--- src/hw/rtl/rdc_pkg.sv ---
// Shared constants for the radix digit converter.
package rdc_pkg;

  localparam int DEF_VALUE_BITS  = 31;
  localparam int DEF_STACK_DEPTH = 32;

  localparam int DIGIT_W = 4;
  localparam int RADIX_W = 4;

  localparam logic [RADIX_W-1:0] RADIX_RESET = 4'd2;
  localparam logic [RADIX_W-1:0] RADIX_MIN   = 4'd2;
  localparam logic [RADIX_W-1:0] RADIX_MAX   = 4'd9;

endpackage

--- src/hw/rtl/radix_digit_converter_core.sv ---
// Radix digit converter: bit-serial division into a digit stack, then popping MSD first.
// Each digit takes bit-serial long division by the radix, one quotient bit per cycle;
// after the last digit the top of the stack is read, and digits then leave at one per cycle
// while out_stall is low. One value is converted at a time; in_stall stays high until it is done.
// Synchronous reset clears control state and sets the radix to 2; the stack is not cleared.
module radix_digit_converter_core #(
  parameter int VALUE_BITS  = rdc_pkg::DEF_VALUE_BITS,
  parameter int STACK_DEPTH = rdc_pkg::DEF_STACK_DEPTH
) (
  input  logic                        clk,
  input  logic                        rst,
  // configuration
  input  logic                        cfg_valid,
  output logic                        cfg_ready,
  input  logic [rdc_pkg::RADIX_W-1:0] cfg_data,
  // input channel
  input  logic                        in_valid,
  output logic                        in_stall,
  input  logic [VALUE_BITS-1:0]       value,
  // output channel
  output logic                        out_valid,
  input  logic                        out_stall,
  output logic [rdc_pkg::DIGIT_W-1:0] digit,
  output logic                        last
);

  localparam int CNT_W  = $clog2(STACK_DEPTH + 1);
  localparam int ADDR_W = (STACK_DEPTH > 1) ? $clog2(STACK_DEPTH) : 1;
  localparam int BIT_W  = (VALUE_BITS > 1) ? $clog2(VALUE_BITS) : 1;
  localparam int RW     = rdc_pkg::RADIX_W;

  localparam logic [1:0] ST_IDLE = 2'd0;
  localparam logic [1:0] ST_DIV  = 2'd1;
  localparam logic [1:0] ST_RD   = 2'd2;
  localparam logic [1:0] ST_OUT  = 2'd3;

  logic [1:0]            state, state_next;
  logic [RW-1:0]         radix;
  logic [VALUE_BITS-1:0] quot, quot_next;
  logic [RW-1:0]         rem, rem_next;
  logic                  nz, nz_next;
  logic [BIT_W-1:0]      bitcnt, bitcnt_next;
  logic [CNT_W-1:0]      count, count_next;

  logic [RW:0]           trial;
  logic [RW:0]           diff;
  logic                  ge;
  logic [RW-1:0]         rem_wr;
  logic                  digit_done;
  logic                  in_acc, out_acc;
  logic                  ram_we, ram_re;
  logic [ADDR_W-1:0]     ram_raddr;
  logic [CNT_W-1:0]      count_dec;

  assign cfg_ready = 1'b1;

  // Store the saturated radix so the divider never sees a base outside two to nine.
  always_ff @(posedge clk) begin
    if (rst) begin
      radix <= rdc_pkg::RADIX_RESET;
    end else if (cfg_valid && cfg_ready) begin
      if (cfg_data < rdc_pkg::RADIX_MIN) begin
        radix <= rdc_pkg::RADIX_MIN;
      end else if (cfg_data > rdc_pkg::RADIX_MAX) begin
        radix <= rdc_pkg::RADIX_MAX;
      end else begin
        radix <= cfg_data;
      end
    end
  end

  // One restoring-division step: bring in the next dividend bit, subtract if it fits.
  assign trial  = {rem, quot[VALUE_BITS-1]};
  assign diff   = trial - {1'b0, radix};
  assign ge     = (trial >= {1'b0, radix});
  assign rem_wr = ge ? diff[RW-1:0] : trial[RW-1:0];

  assign digit_done = (state == ST_DIV) && (bitcnt == BIT_W'(VALUE_BITS - 1));
  assign in_stall   = (state != ST_IDLE);
  assign in_acc     = in_valid && !in_stall;
  assign out_valid  = (state == ST_OUT);
  assign out_acc    = out_valid && !out_stall;
  assign count_dec  = count - CNT_W'(1);
  assign last       = (count == '0);

  assign ram_we    = digit_done;
  assign ram_re    = (state == ST_RD) || (out_acc && (count != '0));
  assign ram_raddr = count_dec[ADDR_W-1:0];

  always_comb begin
    state_next  = state;
    quot_next   = quot;
    rem_next    = rem;
    nz_next     = nz;
    bitcnt_next = bitcnt;
    count_next  = count;
    unique case (state)
      ST_IDLE: begin
        if (in_acc) begin
          quot_next   = value;
          rem_next    = '0;
          nz_next     = 1'b0;
          bitcnt_next = '0;
          count_next  = '0;
          state_next  = ST_DIV;
        end
      end
      ST_DIV: begin
        quot_next   = {quot[VALUE_BITS-2:0], ge};
        rem_next    = rem_wr;
        nz_next     = nz | ge;
        bitcnt_next = bitcnt + BIT_W'(1);
        if (digit_done) begin
          count_next  = count + CNT_W'(1);
          rem_next    = '0;
          nz_next     = 1'b0;
          bitcnt_next = '0;
          // Keep dividing while the quotient is nonzero and the stack has room.
          if (!((nz | ge) && (count != CNT_W'(STACK_DEPTH - 1)))) begin
            state_next = ST_RD;
          end
        end
      end
      ST_RD: begin
        count_next = count_dec;
        state_next = ST_OUT;
      end
      ST_OUT: begin
        if (out_acc) begin
          if (count == '0) begin
            state_next = ST_IDLE;
          end else begin
            count_next = count_dec;
          end
        end
      end
      default: begin
        state_next = ST_IDLE;
      end
    endcase
  end

  always_ff @(posedge clk) begin
    if (rst) begin
      state  <= ST_IDLE;
      count  <= '0;
      bitcnt <= '0;
      nz     <= 1'b0;
      rem    <= '0;
      quot   <= '0;
    end else begin
      state  <= state_next;
      count  <= count_next;
      bitcnt <= bitcnt_next;
      nz     <= nz_next;
      rem    <= rem_next;
      quot   <= quot_next;
    end
  end

  // The read register doubles as the output payload; it only moves on a read.
  rdc_ram #(
    .WIDTH(rdc_pkg::DIGIT_W),
    .DEPTH(STACK_DEPTH)
  ) u_stack (
    .clk  (clk),
    .we   (ram_we),
    .waddr(count[ADDR_W-1:0]),
    .wdata(rem_wr),
    .re   (ram_re),
    .raddr(ram_raddr),
    .rdata(digit)
  );

endmodule

--- src/hw/rtl/rdc_ram.sv ---
// Generic single-write, single-read RAM with registered read data.
module rdc_ram #(
  parameter int WIDTH = 4,
  parameter int DEPTH = 32,
  localparam int AW = (DEPTH > 1) ? $clog2(DEPTH) : 1
) (
  input  logic             clk,
  input  logic             we,
  input  logic [AW-1:0]    waddr,
  input  logic [WIDTH-1:0] wdata,
  input  logic             re,
  input  logic [AW-1:0]    raddr,
  output logic [WIDTH-1:0] rdata
);

  logic [WIDTH-1:0] mem [DEPTH];

  always_ff @(posedge clk) begin
    if (we) begin
      mem[waddr] <= wdata;
    end
    if (re) begin
      rdata <= mem[raddr];
    end
  end

endmodule

--- config.mk ---
export PLATFORM = sky130hd
export DESIGN_NAME = radix_digit_converter_core
export DESIGN_NICKNAME = d
export VERILOG_FILES = /design/src/hw/rtl/rdc_pkg.sv /design/src/hw/rtl/radix_digit_converter_core.sv /design/src/hw/rtl/rdc_ram.sv
export SDC_FILE = /design/constraint.sdc
export NUM_CORES = 1
export LEC_CHECK = 0
export BUFFER_PORTS_ARGS = -buffer_cell sky130_fd_sc_hd__buf_2
export CAP_MARGIN = 10
export CORE_UTILIZATION = 40
export DETAILED_ROUTE_END_ITERATION = 16
export PLACE_DENSITY = 0.65
export SYNTH_ARGS = -nofsm -noshare
export SYNTH_HDL_FRONTEND = slang
export SYNTH_HIERARCHICAL = 1
export SYNTH_SLANG_ARGS = --single-unit
--- constraint.sdc ---
create_clock -name clk -period 6.42 [get_ports clk]
set_clock_uncertainty 0.2 [all_clocks]
set_input_delay 0.321 -clock clk [delete_from_list [all_inputs] [get_ports clk]]
set_output_delay 0.321 -clock clk [all_outputs]
set_load 0.02 [all_outputs]
==> impl_results.md, run 1 <==
- Outcome: completed
- Synthesis Warnings: 6
- Yosys cell types: 63
- Req. time, crit path: approximately 6400 ps
- XOR/XNOR share of the synthesized area: less than 1%
- Comb power frac: roughly a third
- Top cell type's share of synthesized area: approximately half
- Critical path type: reg -> reg
- First-pass GRT wire length: approximately 27 mm
- Layout cells sized above 1: about 23%
- Mapped Avg Cell Area: between 10 and 15 µm²
- Final ANT Viol Nets: 0
- Root Driver: clkbuf_16
- Final period util: between 50% and 60%
- Clock power frac: 26.1%
- Pins Over Slew Limit: 0
- Seq/Total Area, Yosys: between 60% and 70%
- Buffers & Inverters on Critical Path: 2
- Die footprint: 21000 µm²
- Setup TNS: 0 ps
- Max incr delay on CP: about 790 ps
- Min Tclk post-route: about 3800 ps
- # nets final: 677
- DRT Pass-1 Iters: 4
- Dpl cell area: about 8600 µm²
- Vias post-DR: 4900
- Sequential power share: 41.5%
- Compound-Gate Fraction of Synth Area: 7.88%
- DPL Wire Length: roughly 11 mm
- Post-route cell area: approximately 9300 µm²
- Net Switching: ~1.3 mW
- P_int: between 2 and 3 mW
- Unrepaired setup endpoints after global routing: false
- P&R area growth vs syn: 13.7%
- Most common cell after layout, fill and taps aside: edfxtp_1
- Ant. Diodes: 0
- Die Ht: around 140 µm
- Post-synthesis mux area share: roughly 16%
- Synth Flop Type: edfxtp_1
- Iteration-0 DRC Markers: between 200 and 300
- Syn nets: 633
- Aggregate global routing overflow: 0
- Cell count after synthesis: roughly 580
- Hold Vio Cnt, Final: 0
- PwrDens: around 430 nW/µm²
- CTS clk-pin slew, worst paths: about 70 ps
- Rows: approximately 50
- Initial antenna violation count: 0
- Placeable core area: 19700 µm²
- # fillers: approximately 1700
- Total global-route track usage: between 10% and 20%
- Post-CTS setup buffer count: 0
- Crit path max-delay family: buffers and inverters
- GP Congestion: about 0.86
- HP Class: in -> reg
- Largest net degree at the start of global routing: between 60 and 70
- Sequential Area: ~5000 µm²
- Peak VDD IR: between 0.2 and 0.3 mV
- Startpoint of the worst hold path: value[23]
- Post-synth EDFFs: about 130
- Finish-stage setup viols: 0
- Adder-Cell Fraction of Synth Area: roughly 2.2%
- Initial core utilization: between 40% and 50%
- Synthesized flop and latch total: around 190
- Worst skew pair latency: 440 ps
- Fmax: 264 MHz
- Clk sink count: between 150 and 200
- WL met2: between 8 and 9 mm
- Port bufs: 46
- CP dominant cell by count: mux4_2
- Vias in the first global route: 4999
- Routed wire length: ~17 mm
- Most frequent cells in the layout: edfxtp_1, nor2_1, dfxtp_1
- Startpoint Class: flip-flop
- Leakage: 3.20 nW
- Chip Width: between 100 and 150 µm
- Wire length on met3: roughly 1.0 mm
- WL met1: roughly 7.4 mm
- Maximum fanout along the worst path: 34
- Arr. time, crit path: between 3000 and 4000 ps
- CTS tree: yes
- Area of the multi-input gates: between 2000 and 3000 µm²
- Worst Setup SP: count[0]
- CP max stage cell: inv_2
- Cts hold-fix bufs: 4
- Worst slew pin tran: slightly above 1000 ps
- Slew HR: 32.1%
- Clock Tree Buf Depth: 2
- Asr flop ratio synth: 0%
- # H-tree levels: 4
- Leading area contributor after synthesis: edfxtp_1
- Post-Syn Area: 8160 µm²
- Synth area leaders: edfxtp_1, dfxtp_1, mux4_2
- FF-to-FF Start: count[0]
- Max-Cap Viols: 0
- DR vias/cell: 5.44
- I/O pin total: 48
- Sw Ratio: between 30% and 40%
- Critical path cell sequence: inv_2, ha_1, xor2_2, buf_4, mux4_2, mux4_2, mux2_2
- Wire per inst: roughly 19 µm
- CP Capture Type: flip-flop
- Max layer used: met4
- Combinational family with the most area after synthesis: multiplexers
- Num CTS Buffers: 17
- Cts repair resizes: 0
- DRC violations left: 0
- Simple-Gate Fraction of Synth Area: 8.91%
-- metal layers --
layer  track usage, %  vias to the layer above
met1             22.8                     2415
met4             5.60                        0
met5                0                        -
met2             29.7                      166
met3             4.74                       18
li1                 -                     2301
-- logic make-up after synthesis --
kind of cell,Yosys count
buffers and inverters,52
AND/OR/NAND/NOR,155
XOR/XNOR,8
adder cells (fa/ha/maj),14
multiplexers,76
AO/OA/AOI/OAI,88
other,1
flip-flops,185
-- through the flow --
step,util (%),hold slack [ps],setup slack [ps],std cells,power [mW]
finish,47.1,21.4,2630,901,4.00
floorplan,-,222,3360,579,2.64
CTS,46.9,9.37,2570,900,4.02
detailed placement,43.7,260,2580,864,2.97
global placement,43.7,253,2760,864,2.92
global route,47.1,19.6,2330,901,4.22
-- flip-flops by register name, summed over array words and instances, names as in the netlist --
name,cells
bitcnt,5
radix,4
u_stack/rdata,4
state,2
u_stack/mem,128
count,6
quot,31
nz,1
rem,4
-- cells in the mapped netlist (3+ instances only) --
cell type  instances
a211oi_1          34
a21oi_1           13
a22oi_1            3
buf_1              5
buf_2             10
buf_6              4
clkbuf_1          11
dfxtp_1           53
edfxtp_1         132
ha_1              13
inv_1             19
mux2_2             4
mux2i_1           32
mux4_2            40
nand2_1           21
nand2b_1           3
nand3_1            7
nand3b_1           7
nor2_1            85
nor3_1             8
o21a_1             3
o21ai_0            8
o31ai_1            3
or3_1              5
or3b_2             3
xor2_1             7
-- worst register-to-register path: stages (launching register included) --
cell	delay, ps
dfxtp_1	430
inv_2	790
ha_1	410
xor2_2	140
buf_4	400
mux4_2	410
mux4_2	500
mux2_2	270
-- power groups by stage --
stage	clock network (mW)	registers, mW	logic, mW
after floorplan	0	1.67	0.967
after global placement	0	1.68	1.24
after detailed placement	0	1.69	1.28
after CTS	1.07	1.67	1.29
after global routing	1.11	1.68	1.44
final	1.04	1.66	1.30
-- path summary, 6_finish.rpt --
| kind | slack [ps] | end | cells past startpoint |
|---|---|---|---|
| setup / recovery | 2630 | u_stack/rdata[0] | 7 |
| hold / removal | 20 | quot[23] | 3 |
| setup reg to reg | 2630 | u_stack/rdata[0] | 7 |
| hold reg to reg | 260 | radix[2] | 2 |
-- layout make-up --
type | count | area share, %
clock buffer | 17 | 4.58
clock inverter | 15 | 1.83
inverter | 20 | 0.809
multi-input combinational | 342 | 31.4
sequential | 185 | 54.1
tap | 265 | 3.57
timing repair buffer | 57 | 3.69
Power figures use the tool's default switching activity.
==> run 2, diff against run 1 <==
==> constraint.sdc (replaced) <==
create_clock -name clk -period 3.9 [get_ports clk]
set_clock_uncertainty 0.2 [all_clocks]
set_input_delay 0.195 -clock clk [delete_from_list [all_inputs] [get_ports clk]]
set_output_delay 0.195 -clock clk [all_outputs]
set_load 0.02 [all_outputs]
==> run 2 against run 1 <==
  * Hold slack worse by 11 ps
  * Power up 65%
  * Clock power up 66%
  * Non-clock buffer count up 34
  * Combinational power up 65%
  * Sequential share of layout area down 1.8 points
  * First-iteration DRC count up 26%
  * Flip-flop and latch count unchanged
  * Die area unchanged
  * Sequential power up 64%
  * Maximum frequency up 22%
  * Largest cell class unchanged
  * Highest routed layer unchanged
==> impl_results.md, run 2 (synthesized netlist as in run 1, its figures left out) <==
- Slew HR: 37.7%
- Fmax: 322 MHz
- Ant. Diodes: 0
- Sequential Area: approximately 5000 µm²
- Clk sink count: between 150 and 200
- Hold Vio Cnt, Final: 0
- Arr. time, crit path: slightly above 3000 ps
- Routed wire length: 17.4 mm
- Largest net degree at the start of global routing: 63
- Num CTS Buffers: 17
- DRT Pass-1 Iters: 5
- Initial core utilization: ~41%
- Total global-route track usage: between 10% and 20%
- Cts hold-fix bufs: 37
- DR vias/cell: between 5 and 6
- Min Tclk post-route: 3110 ps
- PwrDens: roughly 700 nW/µm²
- First-pass GRT wire length: ~28 mm
- DPL Wire Length: 11.6 mm
- Wire per inst: 18.6 µm
- Cell Count, Final, Fillers Out: a little over 900
- Root Driver: clkbuf_16
- Critical path type: reg -> reg
- Top Registers: u_stack/mem: 128 flops, quot: 31 flops, count: 6 flops
- Post-CTS setup buffer count: 0
- Rows: roughly 50
- Area of the multi-input gates: about 2900 µm²
- Chip Width: 145 µm
- Outcome: completed
- CP Capture Type: flip-flop
- Vias post-DR: approximately 5000
- Layout cells sized above 1: roughly 22%
- Finish-stage setup viols: 0
- # fillers: 1664
- Most frequent cells in the layout: edfxtp_1, nor2_1, dfxtp_1
- Pins Over Slew Limit: 0
- Worst slew pin tran: between 900 and 1000 ps
- Final ANT Viol Nets: 0
- # nets final: a little over 700
- CTS clk-pin slew, worst paths: roughly 70 ps
- Die Ht: approximately 140 µm
- Unrepaired setup endpoints after global routing: false
- P&R area growth vs syn: 17.7%
- Dpl cell area: 8640 µm²
- HP Class: in -> reg
- Most common cell after layout, fill and taps aside: edfxtp_1
- GP Congestion: around 0.85
- Initial antenna violation count: 0
- Max FFs per register: 128
- I/O pin total: 48
- Worst skew pair latency: 430 ps
- Cts repair resizes: 0
- Leakage: roughly 3.3 nW
- Setup TNS: 0 ps
- Vias in the first global route: about 5300
- CTS tree: yes
- Placed cell count: about 870
- Maximum fanout along the worst path: 32
- Register name with the most flops: u_stack/mem
- Startpoint Class: flip-flop
- Post-route cell area: approximately 9600 µm²
- DRC violations left: 0
- Max-Cap Viols: 0
- Port bufs: between 40 and 50
- Aggregate global routing overflow: 0
- Placeable core area: between 15000 and 20000 µm²
- # H-tree levels: 4
- Clock Tree Buf Depth: 2
- Peak VDD IR: 0.369 mV
- Final period util: around four fifths
- Die footprint: around 21000 µm²
- Iteration-0 DRC Markers: ~370
- Req. time, crit path: between 3000 and 4000 ps
==> run 2: worst paths after layout <==
check                           cells after the start  startpoint  slack (ps)                to
worst min register to register                      2    radix[2]         270          radix[2]
worst max register to register                      7    count[1]         790  u_stack/rdata[1]
worst max-delay path                                7    count[1]         790  u_stack/rdata[1]
worst min-delay path                                3    value[0]          10           quot[0]
==> run 2: per-layer routing <==
| layer | part of all wire [%] | vias up | global-route usage (%) |
|---|---|---|---|
| li1 | - | 2363 | - |
| met1 | 42 | 2499 | 22.3 |
| met2 | 50 | 159 | 30.9 |
| met3 | 5.3 | 31 | 4.28 |
| met4 | 2.6 | 0 | 8.53 |
| met5 | 0 | - | 0 |
==> run 2: critical path, stage by stage (launching register included) <==
cell and delay [ps]:
dfxtp_1 550, inv_1 130, ha_1 280, xor2_2 130, buf_4 400, mux4_2 390
mux4_2 490, mux2_2 280
==> run 2: final cells by class <==
cell class | count | share of cell area [%]
Sequential cell | 185 | 52.3
Multi-Input combinational cell | 342 | 30.3
Timing Repair Buffer | 91 | 6.88
Clock buffer | 17 | 4.43
Tap cell | 265 | 3.45
Clock inverter | 15 | 1.80
Inverter | 20 | 0.782
==> run 2: where the power goes <==
part | internal (mW) | switching, mW
logic | 0.862 | 1.27
registers | 2.59 | 0.143
clock network | 0.919 | 0.810
total | 4.37 | 2.23
==> run 2: through the flow <==
step / hold WS (ps) / setup slack [ps] / power (mW) / util (%)
finish: 10.2 / 790 / 6.60 / 48.7
global route: 14.6 / 570 / 6.97 / 48.7
CTS: 1.07 / 773 / 6.65 / 48.7
detailed placement: 257 / 787 / 4.90 / 43.8
global placement: 224 / 899 / 4.80 / 43.8
floorplan: 96.4 / 837 / 4.34 / -
